<file path="src/rtl/sbbn_ram.sv">
// Generic single-write, single-read RAM with registered read data.
// No dependencies.
`default_nettype none

module sbbn_ram #(
	parameter int WIDTH = 8,
	parameter int DEPTH = 16
) (
	input  wire logic                     clk,
	input  wire logic                     wr_en,
	input  wire logic [$clog2(DEPTH)-1:0] wr_addr,
	input  wire logic [WIDTH-1:0]         wr_data,
	input  wire logic                     rd_en,
	input  wire logic [$clog2(DEPTH)-1:0] rd_addr,
	output      logic [WIDTH-1:0]         rd_data
);

	logic [WIDTH-1:0] mem_q [DEPTH];

	always_ff @(posedge clk) begin
		if (wr_en) begin
			mem_q[wr_addr] <= wr_data;
		end
		if (rd_en) begin
			rd_data <= mem_q[rd_addr];
		end
	end

endmodule

`default_nettype wire

</file>
<file path="config.mk">
export PLATFORM = sky130hd
export DESIGN_NAME = sbbn_ram
export DESIGN_NICKNAME = d
export VERILOG_FILES = /design/src/rtl/sbbn_ram.sv
export SDC_FILE = /design/constraint.sdc
export NUM_CORES = 1
export LEC_CHECK = 0
export BUFFER_PORTS_ARGS = -buffer_cell sky130_fd_sc_hd__clkbuf_2
export CAP_MARGIN = 15
export CORE_ASPECT_RATIO = 0.6
export CORE_UTILIZATION = 60
export CTS_CLUSTER_DIAMETER = 50
export DETAILED_ROUTE_END_ITERATION = 6
export PLACE_DENSITY = 0.81
export SLEW_MARGIN = 20
export SYNTH_ARGS = -nofsm -noshare
export SYNTH_HDL_FRONTEND = slang
export SYNTH_SLANG_ARGS = --single-unit
</file>
<file path="constraint.sdc">
create_clock -name clk -period 1.76 [get_ports clk]
set_input_delay 0.088 -clock clk [delete_from_list [all_inputs] [get_ports clk]]
set_output_delay 0.088 -clock clk [all_outputs]
set_load 0.005 [all_outputs]
</file>
* Word level (Yosys, flattened, before mapping) *
Memories as Yosys holds them, arrays and structs flattened. A register that Yosys moved wholly into a read port is not among the register bits.
Index checks and enable logic that the tools add are counted.

word-level totals
  logic and storage cells = 3
  memory bits (writable) = 128
  register bits after elaboration = 0
  memories = 1
  output and inout bits = 8
  input bits = 19

operators by class
  mux-type cells = 2

memory list
  memory  depth  width  read ports  clocked after Yosys merged registers in  wr ports  line  RTL
  mem_q   16     8      1           1                                        1         18    logic [WIDTH-1:0] mem_q [DEPTH];

operators with widths
  cell    count
  $mux 1  2

* Longest topological paths before layout *
  depth after elaboration = 2
  mapped depth = 5
  mapped depth without buffers = 3

* Worst setup path after synthesis *
No wires, ideal clock.

  kind = input to register
  from = input port wr_addr[2]
  to = memory mem_q[0][0] (enable)
  library setup time = 0.383 ns
  stages = 2
  arrival time = 1.198 ns
  path buffers = 0
  slack = 0.179 ns
  required time = 1.377 ns
  path through = or3b_2 nor3_1

RTL lines
  element      line  RTL
  from (decl)  11    input wire logic [$clog2(DEPTH)-1:0] wr_addr,
  to (decl)    18

No word-level cell before the write port.

==> impl_metrics.tcl <==
set metrics [dict create \
    firstDrtPassIters 4 \
    vias_per_cell 6.226 \
    io_pins 27 \
    htreeDepth 4 \
    required_ns 1.91 \
    diodes 0 \
    crit_type "reg2reg" \
    vias 2534 \
    cts_tree "built" \
    yosysWarningCount 0 \
    syn2layout_area_growth_pct 18.17 \
    fillCellCount 434 \
    setup_viol 0 \
    clkTransAtPathRegs_ns 0.05 \
    fin_crit_ns 1.504 \
    fp.dieH_um 74.30 \
    hp-class "in2reg" \
    hp-start "wr_data[4]" \
    post_cts_buffers 0 \
    clock-sinks 136 \
    synth_seq_area_share_pct 78.12 \
    root_buffer "clkbuf_16" \
    ys_top_cells_by_count "136 x edfxtp_1, 18 x mux4_2, 16 x a22oi_1, 14 x mux4_1, 13 x nor2_1" \
    synth-seq-cells 136 \
    core_um2 8164 \
    nNetsFinal 305 \
    avgSynthCellArea_um2 22.83 \
    gp_congestion 0.7476 \
    multi_input_area_um2 1057 \
    die_area_um2 9102 \
    regArea_um2 4084 \
    syn_area_um2 5228 \
    ff2ff_setup_slack_ns 0.26 \
    grt_max_degree 33 \
    fp.dieW_um 122.5 \
    first_iter_violations 305 \
    ir_worst_vdd_mv 0.8602 \
    drive_gt1_share_pct 31.10 \
    clock_path_buffers 2 \
    clk_latency_ns 0.42 \
    crit_fanout 1 \
    final.setup.tns_ns 0 \
    drc_errors 0 \
    placementRows 25 \
    postCtsResizedCells 0 \
    critPathLaunchType "flip-flop" \
    overflow 0 \
    numCtsBuffers 17 \
    fin_cells 407 \
    synth_edf_count 136 \
    maxSlewHeadroom_pct 70.92 \
    cap_violations 0 \
    port_buffers 26 \
    synth_cells 229 \
    end_kind "flip-flop" \
    rsz0062_at_grt "false" \
    slew_viol_final 0 \
    grt_pass1_wl_um 15500 \
    pwr_density_cell_nw_per_um2 1200 \
    dpl.hpwl_um 6166 \
    wl_um 10230 \
    hold_viol 0 \
    synth_top_area_share_pct 78.12 \
    antenna_found_initial 0 \
    ant_nets 0 \
    status "finished clean" \
    synth_flop_cell "edfxtp_1" \
    async_reset_ff_share_pct 0 \
    wl_per_cell_um 25.12 \
    finalCritPeriodShare_pct 85.44 \
    synth_top_area_cell "edfxtp_1" \
    worst_slew_pin_slew_ns 0.4363 \
    yosys.cell_count.top_type "edfxtp_1" \
    rr_startpoint "mem_q[0][1]" \
    hold_buffers 0 \
    fmax_ghz 0.6650 \
    yosys.cell_types.count 18 \
    first_global_vias 2625 \
    fin_worst_skew_ns 0.01933 \
    grt_util_all_layers_pct 26.35 \
    syn_nets 248 \
    dp.cells 375 \
    synth.area.top_cells "edfxtp_1 78%, mux4_2 7.8%, mux4_1 7.0%, a22oi_1 2.3%, nor2_1 0.93%" \
    arrival_ns 1.65 \
    startpoint "mem_q[0][1]" \
    p_leak_nw 2.128 \
    initial_core_util_pct 64.03 \
]
-- final timing paths --
| path | cells past startpoint | to |
|---|---|---|
| worst max register to register | 3 | rd_data[1] |
| worst min-delay path | 1 | mem_q[14][4] |
| worst min register to register | 3 | rd_data[7] |
| worst max-delay path | 3 | rd_data[1] |
-- power breakdown --
part	switching [W]	internal (W)
Clock	0.00121	0.00219
Sequential	0.0000221	0.00365
Combinational	0.000188	0.000149
Total	0.00142	0.00599
-- state kept, by name (all words and copies together) (netlist names) --
name	flops
mem_q	128
rd_data	8
-- cells in the final DEF (no fill, tap or decap), drive strengths merged --
master  instances
nand2b          2
or3b            1
nand3           1
nand3b          2
bufinv          3
buf            22
nand2           9
and2            1
clkbuf         45
nor2b           1
a22oi          16
edfxtp        136
and2b           1
nor2           13
nor3            4
mux4           32
clkinv         10
-- area by class of cell --
class	instances	area share, %
Tap cell	108	2.188
Timing Repair Buffer	48	5.388
Clock buffer	19	7.008
Sequential cell	136	66.11
Multi-Input combinational cell	83	17.12
Clock inverter	13	2.188
-- cell families after synthesis --
group	count (synthesis)	synth area share, %
flip-flops	136	78.12
AND/OR/NAND/NOR	35	3.136
multiplexers	32	14.79
AO/OA/AOI/OAI	16	2.298
buffers and inverters	10	1.651
-- worst max-delay path: stages, from the launching register on --
cell      delay, ns
edfxtp_1       0.38
mux4_1         0.53
a22oi_1        0.24
nand2_1        0.08
-- layer usage --
layer,wire [µm],part of all wire [%],vias up,GRT usage [%]
li1,-,-,1096,-
met1,4067,40,1292,36.31
met2,4935,48,139,39.70
met3,1156,11,7,9.356
met4,65,0.64,0,10.03
met5,0,0,-,0
-- stage by stage --
stage | power (W) | cell area, µm² | hold slack [ns] | utilization [%] | setup WS, ns
4_1_cts | 0.007475 | 6177 | 0.07506 | 75.66 | 0.2602
3_5_place_dp | 0.004075 | 5609 | 0.4935 | 68.71 | 0.1166
5_1_grt | 0.007632 | 6177 | 0.1111 | 75.66 | 0.2204
3_3_place_gp | 0.004060 | 5609 | 0.4944 | 68.71 | 0.1157
6_report | 0.007411 | 6177 | 0.08218 | 75.66 | 0.2562
2_1_floorplan | 0.003916 | 5228 | 0.1869 | - | 0.1791
Note: power is estimated with default switching activity, not from simulation.
