==> config.mk <==
export PLATFORM = sky130hd
export DESIGN_NAME = sbbn_job_fifo
export DESIGN_NICKNAME = d
export VERILOG_FILES = /design/src/rtl/sbbn_pkg.sv /design/src/rtl/sbbn_job_fifo.sv
export SDC_FILE = /design/constraint.sdc
export NUM_CORES = 1
export LEC_CHECK = 0
export BUFFER_PORTS_ARGS = -buffer_cell sky130_fd_sc_hd__buf_2
export CORE_MARGIN = 8
export CORE_UTILIZATION = 40
export DETAILED_ROUTE_END_ITERATION = 10
export HOLD_SLACK_MARGIN = 0.1
export PLACE_DENSITY = 0.66
export SETUP_SLACK_MARGIN = 0.4
export SLEW_MARGIN = 20
export SYNTH_ARGS = -nofsm -noshare
export SYNTH_HDL_FRONTEND = slang
export SYNTH_SLANG_ARGS = --single-unit
==> constraint.sdc <==
create_clock -name clk -period 5.3 [get_ports clk]
set_input_delay 0.795 -clock clk [delete_from_list [all_inputs] [get_ports clk]]
set_output_delay 0.795 -clock clk [all_outputs]
set_load 0.01 [all_outputs]
==> src/rtl/sbbn_pkg.sv <==
// Shared constants, payload types and helpers for the stroke bounding-box normalizer.
// No dependencies; every other file in rtl/ except sbbn_ram refers to this package by scoped names.
`default_nettype none

package sbbn_pkg;

	// Sizing
	localparam int MAX_POINTS = 64;   // points held per drawing, 2..64
	localparam int COORD_BITS = 16;   // coordinate bits kept, 8..32
	localparam int FIELD_BITS = 16;   // fixed width of the coordinate fields on the ports

	// The scaled range is 0..SCALE_TOP, so the quotient has QUO_BITS bits.
	// The divider retires two quotient bits a step, so QUO_BITS must be even.
	localparam int SCALE_TOP = 255;
	localparam int QUO_BITS  = 8;
	localparam int DIV_STEPS = QUO_BITS / 2;
	localparam int DIV_STEP_W = $clog2(DIV_STEPS);
	localparam int NUM_W = COORD_BITS + QUO_BITS;
	localparam int REM_W = COORD_BITS + 2;

	localparam int IDX_W = $clog2(MAX_POINTS);
	localparam int CNT_W = $clog2(MAX_POINTS + 1);

	// Two drawings in flight: one loading, one emitting.
	localparam int JOB_DEPTH  = 2;
	localparam int JOB_PTR_W  = $clog2(JOB_DEPTH);
	localparam int JOB_CNT_W  = $clog2(JOB_DEPTH + 1);
	localparam int RAM_DEPTH  = JOB_DEPTH << IDX_W;
	localparam int RAM_AW     = JOB_PTR_W + IDX_W;

	typedef logic [COORD_BITS-1:0] coord_t;
	typedef logic [FIELD_BITS-1:0] field_t;
	typedef logic [IDX_W-1:0]      idx_t;
	typedef logic [CNT_W-1:0]      cnt_t;
	typedef logic [JOB_PTR_W-1:0]  jptr_t;
	typedef logic [JOB_CNT_W-1:0]  jcnt_t;
	typedef logic [RAM_AW-1:0]     ram_addr_t;
	typedef logic [QUO_BITS-1:0]   quo_t;
	typedef logic [NUM_W-1:0]      num_t;
	typedef logic [REM_W-1:0]      rem_t;
	typedef logic [DIV_STEP_W-1:0] step_t;

	localparam cnt_t   CNT_MAX   = cnt_t'(MAX_POINTS);
	localparam cnt_t   CNT_ONE   = cnt_t'(1);
	localparam jcnt_t  JOB_FULL  = jcnt_t'(JOB_DEPTH);
	localparam coord_t COORD_ONES = {COORD_BITS{1'b1}};
	localparam coord_t COORD_ZERO = {COORD_BITS{1'b0}};

	typedef struct packed {
		field_t x_coord;
		field_t y_coord;
		logic   stroke_end;
		logic   drawing_end;
	} point_t;

	typedef struct packed {
		field_t norm_x;
		field_t norm_y;
		logic   stroke_last;
		logic   run_last;
		logic   overflowed;
	} result_t;

	// One stored point
	typedef struct packed {
		logic   stroke;
		coord_t x;
		coord_t y;
	} entry_t;

	localparam int ENTRY_W = $bits(entry_t);

	// Descriptor of a finished drawing handed from front to back
	typedef struct packed {
		cnt_t   count;
		coord_t min_x;
		coord_t max_x;
		coord_t min_y;
		coord_t max_y;
		logic   drop;
	} job_t;

	typedef enum logic [1:0] {
		BK_IDLE,
		BK_READ,
		BK_LOAD,
		BK_DIV
	} back_state_t;

	function automatic coord_t to_coord(input field_t f);
		logic [FIELD_BITS+COORD_BITS-1:0] wide;
		wide = {{COORD_BITS{1'b0}}, f};
		return wide[COORD_BITS-1:0];
	endfunction

	function automatic field_t to_field(input coord_t c);
		logic [FIELD_BITS+COORD_BITS-1:0] wide;
		wide = {{FIELD_BITS{1'b0}}, c};
		return wide[FIELD_BITS-1:0];
	endfunction

endpackage

`default_nettype wire

==> src/rtl/sbbn_job_fifo.sv <==
// Two-entry queue of drawing descriptors between the load and emit sides.
// Its pointers double as the RAM bank of each drawing. Depends on sbbn_pkg.
`default_nettype none

module sbbn_job_fifo (
	input  wire logic            clk,
	input  wire logic            arst_n,
	input  wire logic            push,
	input  wire sbbn_pkg::job_t  job_in,
	input  wire logic            pop,
	output      logic            full,
	output      logic            valid,
	output      sbbn_pkg::job_t  head,
	output      sbbn_pkg::jptr_t wr_ptr,
	output      sbbn_pkg::jptr_t rd_ptr
);

	sbbn_pkg::job_t  slot_q [sbbn_pkg::JOB_DEPTH];
	sbbn_pkg::jptr_t wr_ptr_q, rd_ptr_q;
	sbbn_pkg::jcnt_t count_q;

	assign full   = (count_q == sbbn_pkg::JOB_FULL);
	assign valid  = (count_q != '0);
	assign head   = slot_q[rd_ptr_q];
	assign wr_ptr = wr_ptr_q;
	assign rd_ptr = rd_ptr_q;

	always_ff @(posedge clk) begin
		if (push) begin
			slot_q[wr_ptr_q] <= job_in;
		end
	end

	// Depth is a power of two, so the pointers wrap on their own
	always_ff @(posedge clk or negedge arst_n) begin
		if (!arst_n) begin
			wr_ptr_q <= '0;
			rd_ptr_q <= '0;
			count_q  <= '0;
		end else begin
			if (push) wr_ptr_q <= wr_ptr_q + sbbn_pkg::jptr_t'(1);
			if (pop)  rd_ptr_q <= rd_ptr_q + sbbn_pkg::jptr_t'(1);
			if (push && !pop)      count_q <= count_q + sbbn_pkg::jcnt_t'(1);
			else if (pop && !push) count_q <= count_q - sbbn_pkg::jcnt_t'(1);
		end
	end

	a_no_push_full: assert property (@(posedge clk) disable iff (!arst_n)
		!(push && full))
		else $error("job pushed into a full queue");

	a_no_pop_empty: assert property (@(posedge clk) disable iff (!arst_n)
		!(pop && !valid))
		else $error("job popped from an empty queue");

endmodule

`default_nettype wire

* Word-level counts from Yosys, hierarchy flattened
Memory sizes are Yosys's and may differ from the RTL's.
Cells that the tools add are included.
** Storage, ports and cells
- Memory bits (writable) :: 144
- Word-level logic and storage cells :: 19
- Memories :: 1
- Input port bits :: 76
- Output and inout bits :: 76
- Bits in registers :: 4
** Operators by class
- Equal/unequal tests :: 1
- Add/sub/neg operators :: 4
- Reduce and logical (&&, ||, !) cells :: 6
- Multiplexer cells :: 4
** Memory list
- slot_q :: words 2, width 72, rd ports 1, clocked after Yosys merged registers in 0, write ports 1, RTL line sbbn_job_fifo.sv:18 : sbbn_pkg::job_t slot_q [sbbn_pkg::JOB_DEPTH];
** Operators with widths (number)
- $mux 2 :: 2
- $reduce_bool 2->1 :: 2
- $add 1x1->1 const B :: 2
- $add 2x1->2 const B :: 1
- $eq 2x2->1 const B :: 1
- $logic_and 1x1->1 :: 2
- $logic_not 1->1 :: 2
- $mux 1 :: 2
- $sub 2x1->2 const B :: 1

* Depth between registers and ports, before layout
- Word-level depth :: 4
- Depth in mapped cells :: 5

* Least setup slack after synthesis
No wires, ideal clock.
- Path kind :: input -> register
- From :: input push
- To :: memory slot_q[0][0] (netlist bit) (enable)
- Stages on the path :: 1
- Arrival time :: 3.951 ns
- Required time :: 4.790 ns
- Path slack :: 0.839 ns
- Cell sequence :: nor2b_1
** Between the ends
- Longest elaborated chain between the ends :: 2
** RTL lines
- from (decl) :: RTL line sbbn_job_fifo.sv:8 : input wire logic push,
- $mux 1 :: RTL line sbbn_job_fifo.sv:29 : if (push) begin
- $mux 1 (implied by the code) :: RTL line sbbn_job_fifo.sv:30 : slot_q[wr_ptr_q] <= job_in;
- to (decl) :: RTL line sbbn_job_fifo.sv:18
Every way passes these cells.

==> impl_metrics.csv <==
group,metric,value,unit
clock_network,numCtsBuffers,17,
layout,final_nets,481,
run,maxCapViolCount,0,
sta,setup_viol,0,
run_status,status,"finished clean",
sta,layout_min_cycle_time,3.315,ns
yosys,syn_area_per_cell,23.89,µm²
critical_path,startpoint,"rd_ptr$_DFFE_PN0P_",
place,io_buffers,151,
global_routing,grt_max_degree,73,
global_routing,grt_usage,0.1134,
floorplanning,start_util,0.4115,
floorplanning,ios,152,
min_path,hp-class,"in2async",
sta,whs,0.1855,ns
critical_path,cp.required,4.51,ns
clock_network,cts_root_buf,"clkbuf_16",
clock_network,clkSinkCount,148,
global_routing,grt-ovfl-total,0,
layout,fill_cells,1158,
global_routing,grt_pass1_wl,15830,µm
routing,ant_nets,0,
layout,stdcell_count,596,
place,placed_area,6593,µm²
critical_path,r2r_start,"wr_ptr$_DFFE_PN0P_",
critical_path,ff2ff_setup_slack,3.06,ns
clock_network,postCtsHoldBufs,0,
global_routing,antenna_found_initial,0,
clock_network,cts_tree,"yes",
sta,fin_skew,0.006049,ns
layout,antennaDiodeCount,0,
yosys,seq_area_frac_synth,0.7715,
power,p_per_area,545.6,nW/µm²
critical_path,crit_path_end_kind,"primary output",
yosys,synthCells,240,
place,dp_hpwl,7024,µm
sta,fin_crit_sh,0.6255,
critical_path,worstSetupPathType,"reg2out",
clock_network,cts_buffer_depth,2,
power,ir_worst_vdd,0.0003064,V
yosys,synthDistinctLibCells,14,
clock_network,clk_pin_slew,0.05,ns
routing,wl_per_cell,17.42,µm
yosys,synth_area_leaders,"edfxtp_1 (75%), mux2_4 (18%), buf_12 (2.4%)",
layout,design_area,7136,µm²
power,leakagePower,2.885,nW
critical_path,crit_arrival,2.52,ns
clock_network,ctsResizeCount,0,
floorplanning,core-area,13930,µm²
yosys,synth.top_cell.area_share,0.7541,
sta,hold_violations,0,
layout,area_growth,24.44,%
critical_path,worstPathCellList,"buf_4, mux2_4, buf_2",
floorplanning,dieArea,18420,µm²
routing,vias,2717,
yosys,syn-cell-area,5734,µm²
place,gp_congestion,0.6995,
routing,drt_wl_total,10380,µm
routing,vias_per_cell,4.559,
place,dp_cells,565,
yosys,synth_top_cell_by_area,"edfxtp_1",
floorplanning,die_w,135.7,µm
sta,fmax,301.6,MHz
critical_path,max_stage_delay,1.13,ns
sta,rsz0062_at_grt,"false",
sta,drv_slew,0,
clock_network,post_cts_buffers,0,
critical_path,r2r_cells,2,
sta,relSlewSlack,0.2872,
routing,drt_iter0_markers,159,
yosys,ys_ff_latch,148,
sta,setup-tns-final,0,ns
global_routing,grt_pass1_vias,3055,
floorplanning,rows,43,
critical_path,crit_fanout,57,
yosys,syn_nets,317,
clock_network,worstSkewPairLatency,0.41,ns
yosys,yosysWarnings,0,
critical_path,cp_slowest_cell,"dfrtp_4",
routing,route.detailed.drc,0,
critical_path,worstSetupStartpointType,"register",
floorplanning,die_h,135.7,µm
clock_network,cts_max_level,4,
routing,firstDrtPassIters,4,
sta,worstMarginPinSlew,1.069,ns
layout,drive_gt1_frac,0.6226,
[per-stage QoR]
stage | setup WS (ns) | total power (W) | utilization
finish | 1.985 | 0.003893 | 0.5121
CTS | 1.933 | 0.003962 | 0.5121
detailed placement | 2.390 | 0.002875 | 0.4731
global placement | 2.426 | 0.002852 | 0.4731
floorplan | 0.8387 | 0.002572 | -
global route | 1.851 | 0.004077 | 0.5121
[state kept, by name (all words and copies together), names as in the netlist]
name / count
count_q: 2
rd_ptr: 1
slot_q: 144
wr_ptr: 1
[worst paths after layout]
path,end
setup / recovery,head[13]
hold / removal,count_q[0]$_DFFE_PN0P_
setup reg to reg,slot_q[0][3]$_DFFE_PP_
hold reg to reg,count_q[1]$_DFFE_PN0P_
max in group asynchronous,rd_ptr$_DFFE_PN0P_
min in group clk,count_q[1]$_DFFE_PN0P_
[cell usage after synthesis]
cell type and instances:
edfxtp_1 144, xnor2_1 1, inv_1 1, and2_1 1, dfrtp_1 4, mux2_2 3
nor2_1 1, or2_2 1, nor2b_1 2, buf_6 1, xor2_1 4, ha_1 1
buf_12 7, mux2_4 69
[cell families after synthesis]
| kind of cell | share of synthesized area |
|---|---|
| buffers and inverters | 0.02705 |
| adder cells (fa/ha/maj) | 0.002182 |
| flip-flops | 0.7715 |
| multiplexers | 0.1866 |
| AND/OR/NAND/NOR | 0.005019 |
| XOR/XNOR | 0.007637 |
[cells in the final DEF, fill, tap and decap left out, drive strengths merged]
cell / n
dfrtp: 4
or2: 1
edfxtp: 144
ha: 1
and2: 1
clkinvlp: 5
clkinv: 7
inv: 1
nor2: 1
clkbuf: 18
mux2: 72
buf: 153
nor2b: 2
bufinv: 1
xor2: 4
xnor2: 1
[cell type report]
| class | instances | area [µm²] | area share |
|---|---|---|---|
| Tap cell | 180 | 225.2 | 0.03156 |
| Clock buffer | 18 | 429.2 | 0.06014 |
| Timing Repair Buffer | 153 | 770.7 | 0.1080 |
| Inverter | 1 | 3.754 | 0.0005260 |
| Multi-Input combinational cell | 83 | 1165 | 0.1632 |
| Clock inverter | 13 | 113.9 | 0.01596 |
| Sequential cell | 148 | 4428 | 0.6206 |
[layer usage]
| layer | up-vias | global-route usage | share of wire | wire length [µm] |
|---|---|---|---|---|
| li1 | 1280 | - | - | - |
| met1 | 1330 | 0.1163 | 0.38 | 3984 |
| met2 | 93 | 0.1933 | 0.51 | 5308 |
| met3 | 14 | 0.05193 | 0.088 | 909 |
| met4 | 0 | 0.05367 | 0.017 | 180 |
| met5 | - | 0 | 0 | 0 |
[report_power, final]
group          internal [W]  switching (W)  total, W
sequential          0.00156       0.000180   0.00174
combinational      0.000605       0.000475   0.00108
clock              0.000639       0.000435   0.00107
total               0.00280        0.00109   0.00389
[critical path: cells and delay by family (launching register included)]
kind | cells | cell delay, ns
flops | 1 | 1.13
buf+inv | 2 | 0.61
mux | 1 | 0.33
(Power assumes the default switching activity.)
