## src/rtl/sbbn_pkg.sv

```systemverilog
// Shared constants, payload types and helpers for the stroke bounding-box normalizer.
// No dependencies; every other file in rtl/ except sbbn_ram refers to this package by scoped names.
`default_nettype none

package sbbn_pkg;

	// Sizing
	localparam int MAX_POINTS = 64;   // points held per drawing, 2..64
	localparam int COORD_BITS = 16;   // coordinate bits kept, 8..32
	localparam int FIELD_BITS = 16;   // fixed width of the coordinate fields on the ports

	// The scaled range is 0..SCALE_TOP, so the quotient has QUO_BITS bits.
	// The divider retires two quotient bits a step, so QUO_BITS must be even.
	localparam int SCALE_TOP = 255;
	localparam int QUO_BITS  = 8;
	localparam int DIV_STEPS = QUO_BITS / 2;
	localparam int DIV_STEP_W = $clog2(DIV_STEPS);
	localparam int NUM_W = COORD_BITS + QUO_BITS;
	localparam int REM_W = COORD_BITS + 2;

	localparam int IDX_W = $clog2(MAX_POINTS);
	localparam int CNT_W = $clog2(MAX_POINTS + 1);

	// Two drawings in flight: one loading, one emitting.
	localparam int JOB_DEPTH  = 2;
	localparam int JOB_PTR_W  = $clog2(JOB_DEPTH);
	localparam int JOB_CNT_W  = $clog2(JOB_DEPTH + 1);
	localparam int RAM_DEPTH  = JOB_DEPTH << IDX_W;
	localparam int RAM_AW     = JOB_PTR_W + IDX_W;

	typedef logic [COORD_BITS-1:0] coord_t;
	typedef logic [FIELD_BITS-1:0] field_t;
	typedef logic [IDX_W-1:0]      idx_t;
	typedef logic [CNT_W-1:0]      cnt_t;
	typedef logic [JOB_PTR_W-1:0]  jptr_t;
	typedef logic [JOB_CNT_W-1:0]  jcnt_t;
	typedef logic [RAM_AW-1:0]     ram_addr_t;
	typedef logic [QUO_BITS-1:0]   quo_t;
	typedef logic [NUM_W-1:0]      num_t;
	typedef logic [REM_W-1:0]      rem_t;
	typedef logic [DIV_STEP_W-1:0] step_t;

	localparam cnt_t   CNT_MAX   = cnt_t'(MAX_POINTS);
	localparam cnt_t   CNT_ONE   = cnt_t'(1);
	localparam jcnt_t  JOB_FULL  = jcnt_t'(JOB_DEPTH);
	localparam coord_t COORD_ONES = {COORD_BITS{1'b1}};
	localparam coord_t COORD_ZERO = {COORD_BITS{1'b0}};

	typedef struct packed {
		field_t x_coord;
		field_t y_coord;
		logic   stroke_end;
		logic   drawing_end;
	} point_t;

	typedef struct packed {
		field_t norm_x;
		field_t norm_y;
		logic   stroke_last;
		logic   run_last;
		logic   overflowed;
	} result_t;

	// One stored point
	typedef struct packed {
		logic   stroke;
		coord_t x;
		coord_t y;
	} entry_t;

	localparam int ENTRY_W = $bits(entry_t);

	// Descriptor of a finished drawing handed from front to back
	typedef struct packed {
		cnt_t   count;
		coord_t min_x;
		coord_t max_x;
		coord_t min_y;
		coord_t max_y;
		logic   drop;
	} job_t;

	typedef enum logic [1:0] {
		BK_IDLE,
		BK_READ,
		BK_LOAD,
		BK_DIV
	} back_state_t;

	function automatic coord_t to_coord(input field_t f);
		logic [FIELD_BITS+COORD_BITS-1:0] wide;
		wide = {{COORD_BITS{1'b0}}, f};
		return wide[COORD_BITS-1:0];
	endfunction

	function automatic field_t to_field(input coord_t c);
		logic [FIELD_BITS+COORD_BITS-1:0] wide;
		wide = {{FIELD_BITS{1'b0}}, c};
		return wide[FIELD_BITS-1:0];
	endfunction

endpackage

`default_nettype wire

```

## src/rtl/sbbn_div.sv

```systemverilog
// Radix-4 divider for one axis: floor(diff * 255 / span), two quotient bits a cycle.
// Depends on sbbn_pkg.
`default_nettype none

module sbbn_div (
	input  wire logic             clk,
	input  wire logic             arst_n,
	input  wire logic             start,
	input  wire sbbn_pkg::coord_t diff,
	input  wire sbbn_pkg::coord_t span,
	output      logic             done,
	output      sbbn_pkg::quo_t   quo
);

	logic             busy_q, prep_q, done_q;
	sbbn_pkg::step_t  step_q;
	sbbn_pkg::coord_t diff_q, d1_q, rem_q;
	sbbn_pkg::rem_t   d3_q;
	sbbn_pkg::quo_t   low_q, quo_q;

	sbbn_pkg::num_t   num;
	sbbn_pkg::rem_t   r4, d1w, d2w, s1, s2, s3;
	logic [1:0]       digit;
	sbbn_pkg::coord_t rem_nxt;

	assign num = sbbn_pkg::num_t'(diff_q) * sbbn_pkg::num_t'(sbbn_pkg::SCALE_TOP);

	// Bring down two numerator bits, then try 3d, 2d and d side by side
	assign r4  = {rem_q, low_q[sbbn_pkg::QUO_BITS-1 -: 2]};
	assign d1w = {2'b00, d1_q};
	assign d2w = {1'b0, d1_q, 1'b0};
	assign s1  = r4 - d1w;
	assign s2  = r4 - d2w;
	assign s3  = r4 - d3_q;

	always_comb begin
		if (r4 >= d3_q) begin
			digit   = 2'd3;
			rem_nxt = s3[sbbn_pkg::COORD_BITS-1:0];
		end else if (r4 >= d2w) begin
			digit   = 2'd2;
			rem_nxt = s2[sbbn_pkg::COORD_BITS-1:0];
		end else if (r4 >= d1w) begin
			digit   = 2'd1;
			rem_nxt = s1[sbbn_pkg::COORD_BITS-1:0];
		end else begin
			digit   = 2'd0;
			rem_nxt = r4[sbbn_pkg::COORD_BITS-1:0];
		end
	end

	assign done = done_q;
	assign quo  = quo_q;

	always_ff @(posedge clk or negedge arst_n) begin
		if (!arst_n) begin
			busy_q <= 1'b0;
			prep_q <= 1'b0;
			done_q <= 1'b0;
			step_q <= '0;
		end else if (start) begin
			busy_q <= 1'b1;
			prep_q <= 1'b1;
			done_q <= 1'b0;
		end else if (busy_q && prep_q) begin
			prep_q <= 1'b0;
			step_q <= '0;
		end else if (busy_q) begin
			step_q <= step_q + sbbn_pkg::step_t'(1);
			if (step_q == sbbn_pkg::step_t'(sbbn_pkg::DIV_STEPS - 1)) begin
				busy_q <= 1'b0;
				done_q <= 1'b1;
			end
		end
	end

	// The scaled numerator is below 256 * span, so its top part is a valid remainder
	always_ff @(posedge clk) begin
		if (start) begin
			diff_q <= diff;
			d1_q   <= span;
		end else if (busy_q && prep_q) begin
			d3_q  <= d1w + d2w;
			rem_q <= num[sbbn_pkg::NUM_W-1:sbbn_pkg::QUO_BITS];
			low_q <= num[sbbn_pkg::QUO_BITS-1:0];
		end else if (busy_q) begin
			rem_q <= rem_nxt;
			low_q <= {low_q[sbbn_pkg::QUO_BITS-3:0], 2'b00};
			quo_q <= {quo_q[sbbn_pkg::QUO_BITS-3:0], digit};
		end
	end

endmodule

`default_nettype wire

```

## src/rtl/sbbn_back.sv

```systemverilog
// Emit side: walks the stored points of the head drawing, scales them and holds results.
// Depends on sbbn_pkg and sbbn_div.
`default_nettype none

module sbbn_back (
	input  wire logic                clk,
	input  wire logic                arst_n,
	input  wire logic                job_valid,
	input  wire sbbn_pkg::job_t      job,
	input  wire sbbn_pkg::jptr_t     job_bank,
	output      logic                job_pop,
	output      logic                rd_en,
	output      sbbn_pkg::ram_addr_t rd_addr,
	input  wire sbbn_pkg::entry_t    rd_data,
	input  wire logic                pop,
	output      logic                empty,
	output      sbbn_pkg::result_t   result
);

	sbbn_pkg::back_state_t state_q, state_d;
	sbbn_pkg::idx_t        idx_q, idx_d;
	logic                  stroke_q;
	logic                  out_valid_q;
	sbbn_pkg::result_t     out_q, out_d;

	logic             start, emit, out_free, last;
	logic             x_done, y_done;
	sbbn_pkg::quo_t   quo_x, quo_y;
	sbbn_pkg::coord_t span_x, span_y, diff_x, diff_y;
	logic             flat_x, flat_y;

	assign span_x   = job.max_x - job.min_x;
	assign span_y   = job.max_y - job.min_y;
	assign flat_x   = (job.max_x == job.min_x);
	assign flat_y   = (job.max_y == job.min_y);
	assign diff_x   = rd_data.x - job.min_x;
	assign diff_y   = rd_data.y - job.min_y;
	assign out_free = !out_valid_q || pop;
	assign last     = (sbbn_pkg::cnt_t'(idx_q) + sbbn_pkg::CNT_ONE == job.count);
	assign rd_addr  = {job_bank, idx_q};

	sbbn_div u_div_x (
		.clk    (clk),
		.arst_n (arst_n),
		.start  (start),
		.diff   (diff_x),
		.span   (span_x),
		.done   (x_done),
		.quo    (quo_x)
	);

	sbbn_div u_div_y (
		.clk    (clk),
		.arst_n (arst_n),
		.start  (start),
		.diff   (diff_y),
		.span   (span_y),
		.done   (y_done),
		.quo    (quo_y)
	);

	// Result fields; a flat axis reports its minimum
	always_comb begin
		out_d.norm_x = flat_x ? sbbn_pkg::to_field(job.min_x)
			: {{(sbbn_pkg::FIELD_BITS - sbbn_pkg::QUO_BITS){1'b0}}, quo_x};
		out_d.norm_y = flat_y ? sbbn_pkg::to_field(job.min_y)
			: {{(sbbn_pkg::FIELD_BITS - sbbn_pkg::QUO_BITS){1'b0}}, quo_y};
		out_d.stroke_last = stroke_q;
		out_d.run_last    = last;
		out_d.overflowed  = job.drop;
	end

	always_comb begin
		state_d = state_q;
		idx_d   = idx_q;
		rd_en   = 1'b0;
		start   = 1'b0;
		emit    = 1'b0;
		job_pop = 1'b0;
		case (state_q)
			sbbn_pkg::BK_IDLE: begin
				idx_d = '0;
				if (job_valid) state_d = sbbn_pkg::BK_READ;
			end
			sbbn_pkg::BK_READ: begin
				rd_en   = 1'b1;
				state_d = sbbn_pkg::BK_LOAD;
			end
			sbbn_pkg::BK_LOAD: begin
				start   = 1'b1;
				state_d = sbbn_pkg::BK_DIV;
			end
			sbbn_pkg::BK_DIV: begin
				if (x_done && y_done && out_free) begin
					emit = 1'b1;
					if (last) begin
						job_pop = 1'b1;
						state_d = sbbn_pkg::BK_IDLE;
					end else begin
						idx_d   = idx_q + sbbn_pkg::idx_t'(1);
						state_d = sbbn_pkg::BK_READ;
					end
				end
			end
			default: begin
				state_d = sbbn_pkg::BK_IDLE;
			end
		endcase
	end

	always_ff @(posedge clk or negedge arst_n) begin
		if (!arst_n) begin
			state_q     <= sbbn_pkg::BK_IDLE;
			idx_q       <= '0;
			out_valid_q <= 1'b0;
		end else begin
			state_q <= state_d;
			idx_q   <= idx_d;
			if (emit)     out_valid_q <= 1'b1;
			else if (pop) out_valid_q <= 1'b0;
		end
	end

	always_ff @(posedge clk) begin
		if (start) stroke_q <= rd_data.stroke;
		if (emit)  out_q    <= out_d;
	end

	assign empty  = !out_valid_q;
	assign result = out_q;

	a_busy_has_job: assert property (@(posedge clk) disable iff (!arst_n)
		(state_q != sbbn_pkg::BK_IDLE) |-> job_valid)
		else $error("emit side active without a queued drawing");

	a_div_lockstep: assert property (@(posedge clk) disable iff (!arst_n)
		x_done == y_done)
		else $error("x and y dividers out of step");

endmodule

`default_nettype wire

```

## config.mk

```make
export PLATFORM = sky130hd
export DESIGN_NAME = sbbn_back
export DESIGN_NICKNAME = d
export VERILOG_FILES = /design/src/rtl/sbbn_pkg.sv /design/src/rtl/sbbn_div.sv /design/src/rtl/sbbn_back.sv
export SDC_FILE = /design/constraint.sdc
export NUM_CORES = 1
export LEC_CHECK = 0
export BUFFER_PORTS_ARGS = -buffer_cell sky130_fd_sc_hd__buf_2
export CORE_ASPECT_RATIO = 0.6
export CORE_UTILIZATION = 63
export DETAILED_ROUTE_END_ITERATION = 8
export GPL_TIMING_DRIVEN = 0
export PLACE_DENSITY_LB_ADDON = 0.2
export REMOVE_ABC_BUFFERS = 1
export SLEW_MARGIN = 5
export SYNTH_ARGS = -nofsm -noshare
export SYNTH_HDL_FRONTEND = slang
export SYNTH_SLANG_ARGS = --single-unit
```

## constraint.sdc

```tcl
create_clock -name clk -period 6.2 [get_ports clk]
set_clock_uncertainty 0.2 [all_clocks]
set_input_delay 0.62 -clock clk [delete_from_list [all_inputs] [get_ports clk]]
set_output_delay 0.62 -clock clk [all_outputs]
set_load 0.05 [all_outputs]
```

-- Word level (Yosys, flattened, before mapping)
Index checks and enable logic that the tools add are counted.
Widths: inputs -> output; s select.
- $mul: 2
- reduce and logical (&&, ||, !) cells: 29
- mux-type cells: 60
- bitwise logic cells: 3
- $add $sub $neg: 16
- magnitude comparators: 6
- equal/unequal tests: 13
- operator list (kind ; count):
    $mux 16 ; 10
    $sub 16x16->16 ; 10
    $mul 16x8->24 const B ; 2
    $mux 8 ; 6
    $add 16x17->18 ; 2
    $ge 18x16->1 ; 2
    $ge 18x17->1 ; 2
    $ge 18x18->1 ; 2
    $mux 1 ; 34
    $eq 16x16->1 ; 2
    $reduce_bool 2->1 ; 10
    $reduce_and 3->1 ; 5
    $mux 2 ; 6
    $mux 6 ; 2
    $pmux 6 s2 ; 1
    $ne 2x2->1 const B ; 5
    $reduce_and 2->1 ; 5
    $eq 2x2->1 const B ; 4
    $pmux 2 s4 ; 1
    $add 6x1->7 const B ; 1
    $eq 7x7->1 ; 1
    $add 6x1->6 const B ; 1
    $add 2x1->2 const B ; 2
    $logic_and 1x1->1 ; 4
    other kinds (6) ; 9
- output and inout bits: 45
- logic and storage cells: 164
- bits in registers: 219
- bits of input ports: 110

-- Depth between registers and ports, before layout
- depth after elaboration: 6
- depth in mapped cells: 18
- depth with buffers taken out: 18

-- Hierarchy
From an unflattened synthesis, not the netlist that was laid out.
- cell total of the unflattened synthesis: 2497
- area total of the unflattened synthesis: 23832.9 um^2
- by module, submodules not included (module ; seq. area each (um^2) ; area an instance (um^2) ; cells each ; instances):
    sbbn_div at u_div_y ; 2587.5 ; 9524.1 ; 973 ; 1
    sbbn_div at u_div_x ; 2587.5 ; 9372.7 ; 977 ; 1
    sbbn_back ; 1306.3 ; 4936.0 ; 547 ; 1

-- Worst setup path before layout
OpenSTA, ideal clock, no wires.
- path type: reg2reg
- from: register u_div_y.diff_q[9]
- to: register u_div_y.rem_q[12], data pin
- period minus slack after synthesis: 5269 ps
- stages on the path, launching flop included: 19
- setup time: 270 ps
- buffers on the path: 0
- data required time: 5730 ps
- arrival time: 4799 ps
- setup slack: 931 ps
- cell sequence: edfxtp_1 -> fa_1 -> inv_1 -> fa_1 -> inv_1 -> fa_1 -> inv_1 -> fa_1 -> inv_1 -> ha_1 -> a21o_1 -> a21o_1 -> a21oi_1 -> a21boi_0 -> o311a_1 -> o41ai_1 -> o21ba_2 -> xor2_1 -> a2bb2oi_1
- word-level cells in the longest chain between the ends: 2
- RTL lines (item ; line ; text):
    start, declared ; sbbn_div.sv:17 ; sbbn_pkg::coord_t diff_q, d1_q, rem_q;
    start signal, assigned ; sbbn_div.sv:80 ; diff_q <= diff;
    $mul 16x8->24 ; sbbn_div.sv:26 ; assign num = sbbn_pkg::num_t'(diff_q) * sbbn_pkg::num_t'(sbbn_pkg::SCALE_TOP);
    $mux 16 ; sbbn_div.sv:82 ; end else if (busy_q && prep_q) begin
    end signal, assigned ; sbbn_div.sv:84 ; rem_q <= num[sbbn_pkg::NUM_W-1:sbbn_pkg::QUO_BITS];
    end signal, assigned ; sbbn_div.sv:87 ; rem_q <= rem_nxt;
    end, declared ; sbbn_div.sv:17 ;
No other way between the ends.
A chain may end at the register's enable or synchronous reset.

-- Final worst setup path
- from: register u_div_y.diff_q[6]
- to: register u_div_y.rem_q[12], data pin
The elaborated chain is that of the path after synthesis.

==> results.py <==
metrics = {
    "floorplan": {
        "die_height_um": 152.3,
        "initial_utilization_pct": 64.68,
        "coreArea_um2": 36690,
        "rows": 54,
        "die-area_um2": 38470,
        "die_w_um": 252.6,
        "io_pins": 155,
    },
    "synthesis": {
        "synthTopCellsByCount": "448 x inv_1, 290 x ha_1, 200 x edfxtp_1, 176 x nor2_1, 163 x nand2_1",
        "syn_inst": 2574,
        "synthMuxAreaShare_pct": 1.687,
        "yosysSeqAreaShare_pct": 27.31,
        "async_reset_ff_share_pct": 8.676,
        "yosysMostFrequentCell": "inv_1",
        "synth_top_family_by_area": "adder cells",
        "synth-compound-area-share_pct": 15.85,
        "yosysWarnings": 0,
        "synthFlopType": "edfxtp_1",
        "yosys.area.top_type": "edfxtp_1",
        "synth.area.top_cells": "edfxtp_1 25%, ha_1 15%, fa_1 13%",
        "synth_simple_gate_area_share_pct": 13.14,
        "synth_cell_types": 75,
        "synth_edf_count": 200,
        "synthAdderAreaFrac_pct": 28.11,
        "synth_top_area_share_pct": 25.31,
        "netlist_area_um2": 23730,
        "avgSynthCellArea_um2": 9.219,
        "ys_seq_elements": 219,
        "synthXorXnorAreaFrac_pct": 6.311,
    },
    "global_routing": {
        "track_usage_pct": 34.23,
        "antenna_found_initial": 5,
        "grt_pass1_vias": 18900,
        "grt_first_pass_wirelength_mm": 103.1,
        "grt_max_degree": 64,
        "gr-total-overflow": 0,
    },
    "clock_tree": {
        "clkTransAtPathRegs_ns": 0.06,
        "cts_buffer_depth": 3,
        "cts_tree": "done",
        "cts_buffers": 24,
        "worstSkewPairLatency_ns": 0.56,
        "cts_sinks": 219,
        "h-tree-depth": 1,
        "root_buffer": "clkbuf_16",
    },
    "timing": {
        "rsz0062_at_grt": "false",
        "setup_violations": 0,
        "min_period_ns": 5.931,
        "slew_headroom_pct": 27.02,
        "slew_violations": 0,
        "setup_tns_ns": 0,
        "max_freq_ghz": 0.1686,
        "hold_viol_final": 0,
        "period_share_pct": 95.67,
        "worst_slew_pin_slew_ns": 1.092,
    },
    "worst_setup_path": {
        "critPathArrivalTime_ns": 5.99,
        "timing.rr.start": "u_div_y.diff_q[6]",
        "worstSetupStartpointType": "flip-flop",
        "r2r-end": "u_div_y.rem_q[12]",
        "cp-end-kind": "flip-flop",
        "crit_required_ns": 6.26,
        "reg2reg_slack_ns": 0.27,
        "critPathMaxFanout": 5,
        "path_class": "reg2reg",
        "worstRegToRegCells": 18,
    },
    "route": {
        "viasPerCell": 6.065,
        "wl_per_cell_um": 20.17,
        "route.detailed.drc": 0,
        "drtIter0Drc": 2071,
        "wl_mm": 65.62,
        "postRouteAntennaNets": 0,
        "vias": 19740,
        "firstDrtPassIters": 8,
    },
    "finish": {
        "areaGrowthSynthToFinish_pct": 10.14,
        "drive_above_1_share_pct": 9.458,
        "final_nets": 3283,
        "finalInstanceArea_um2": 26140,
        "fillers": 2838,
    },
    "placed_design": {
        "dpl_cell_area_um2": 25080,
        "routabilityCongestion": 0.9926,
        "port_buffers": 152,
        "dp_hpwl_mm": 53.90,
    },
    "hold_path": {
        "hold_class": "in2reg",
        "min_from": "rd_data[32]",
        "min_path_cells": 1,
        "min_to": "stroke_q",
    },
    "status": {
        "run_status": "finished clean",
    },
    "flow_run": {
        "drv_cap": 0,
    },
}
==> flip-flops by register name, summed over array words and instances, names as in the netlist, 2 cells and up <==
signal	cells
u_div_x.quo	8
u_div_y.low_q	8
u_div_y.rem_q	16
u_div_y.d3_q	18
u_div_x.d3_q	18
u_div_x.low_q	8
state_q	2
idx_q	6
u_div_x.step_q	2
result	35
u_div_y.diff_q	16
u_div_y.quo	8
u_div_y.step_q	2
u_div_x.rem_q	16
u_div_y.d1_q	16
u_div_x.diff_q	16
u_div_x.d1_q	16
==> cells by family (layout without fill, tap and decap cells) <==
group | Yosys count | in the layout
multiplexers | 37 | 37
buffers and inverters | 476 | 651
AND/OR/NAND/NOR | 648 | 648
AO/OA/AOI/OAI | 581 | 581
XOR/XNOR | 171 | 171
other | 0 | 1
flip-flops | 219 | 219
adder cells (fa/ha/maj) | 442 | 442
==> critical path, stage by stage, from the launching register on <==
cell and delay [ns]:
edfxtp_1 0.51, inv_1 0.24, fa_1 0.54, fa_1 0.54, inv_1 0.06, fa_1 0.52, inv_1 0.06, fa_1 0.55
inv_1 0.05, ha_1 0.36, a21o_1 0.20, a21o_1 0.17, a21oi_1 0.17, a21boi_0 0.22, o311a_1 0.43, o41ai_4 0.36
o21ba_2 0.19, xor2_1 0.17, a2bb2oi_1 0.09
==> worst max path at each step <==
stage	startpoint	to	slack, ns
finish	u_div_y.diff_q[6]	u_div_y.rem_q[12]	0.27
global route	u_div_y.diff_q[2]	u_div_y.rem_q[12]	0.003
CTS	u_div_y.diff_q[4]	u_div_y.rem_q[12]	0.23
detailed placement	u_div_y.diff_q[4]	u_div_y.rem_q[12]	0.03
global placement	u_div_y.diff_q[4]	u_div_y.rem_q[12]	0.19
floorplan	u_div_y.diff_q[9]	u_div_y.rem_q[12]	0.92
==> cell usage in the layout (no fill, tap or decap), types with 7 or more instances in the layout <==
| cell type | Yosys | layout |
|---|---|---|
| inv_1 | 448 | 447 |
| ha_1 | 290 | 289 |
| edfxtp_1 | 200 | 200 |
| nor2_1 | 176 | 176 |
| nand2_1 | 163 | 163 |
| a21oi_1 | 160 | 160 |
| fa_1 | 152 | 152 |
| buf_2 | 8 | 152 |
| o21ai_0 | 139 | 139 |
| xnor2_1 | 112 | 112 |
| xor2_1 | 59 | 59 |
| a21o_1 | 54 | 54 |
| nand3_1 | 53 | 53 |
| nor3_1 | 51 | 51 |
| nor2b_1 | 42 | 42 |
| nand2b_1 | 30 | 30 |
| and2_1 | 29 | 29 |
| o21a_1 | 29 | 29 |
| nand4_1 | 27 | 27 |
| a31oi_1 | 27 | 27 |
| mux2_2 | 24 | 24 |
| clkbuf_16 | 0 | 24 |
| or3_1 | 23 | 23 |
| a211oi_1 | 22 | 22 |
| o211ai_1 | 21 | 21 |
| and3_1 | 19 | 19 |
| dfrtp_1 | 19 | 19 |
| a21boi_0 | 17 | 17 |
| mux2i_1 | 13 | 13 |
| or2_2 | 9 | 9 |
| o41ai_1 | 10 | 9 |
| bufinv_16 | 0 | 9 |
| o31ai_1 | 8 | 8 |
| a221oi_1 | 8 | 8 |
| o21bai_1 | 9 | 8 |
| nor4_1 | 7 | 7 |
| o31a_1 | 7 | 7 |
==> layer usage <==
| layer | GRT usage, % | routed length (µm) |
|---|---|---|
| met3 | 11.36 | 8193 |
| met2 | 45.41 | 25160 |
| met1 | 54.24 | 31310 |
| met5 | 0 | 50 |
| met4 | 5.079 | 908 |
==> what timing repair did <==
| item | 4_1_cts | 5_1_grt |
|---|---|---|
| endpoints found under the hold margin | 19 | 0 |
| hold buffers | 1 | 0 |
| resized for setup | 1 | 1 |
| endpoints found under the setup margin | 1 | 1 |
| buffers inserted | 0 | 4 |
==> area by class of cell <==
class                   count  area, µm²  area share (%)
clock inverters            16      344.1           1.316
multi-input cells        1879      15520           59.39
repair buffers            159      839.6           3.212
flip-flops and latches    219       6481           24.80
inverters                 448       1682           6.434
diodes                      1      2.502        0.009574
clock buffers              28      635.6           2.432
well taps                 504      630.6           2.413
==> stage by stage <==
stage          cells  setup WS, ns  util (%)  hold slack [ns]
6_report        3254        0.2687     71.24          0.03049
5_1_grt         3253      0.002772     71.23          0.02076
4_1_cts         3249        0.2273     71.09          0.01080
3_5_place_dp    3204       0.03006     68.37           0.2064
3_3_place_gp    3202        0.1854     68.15           0.2251
2_1_floorplan   2546        0.9211         -           0.1244
Power is not shown: default switching activity piles up to over one toggle a cycle in this logic, so the estimate is an artifact.
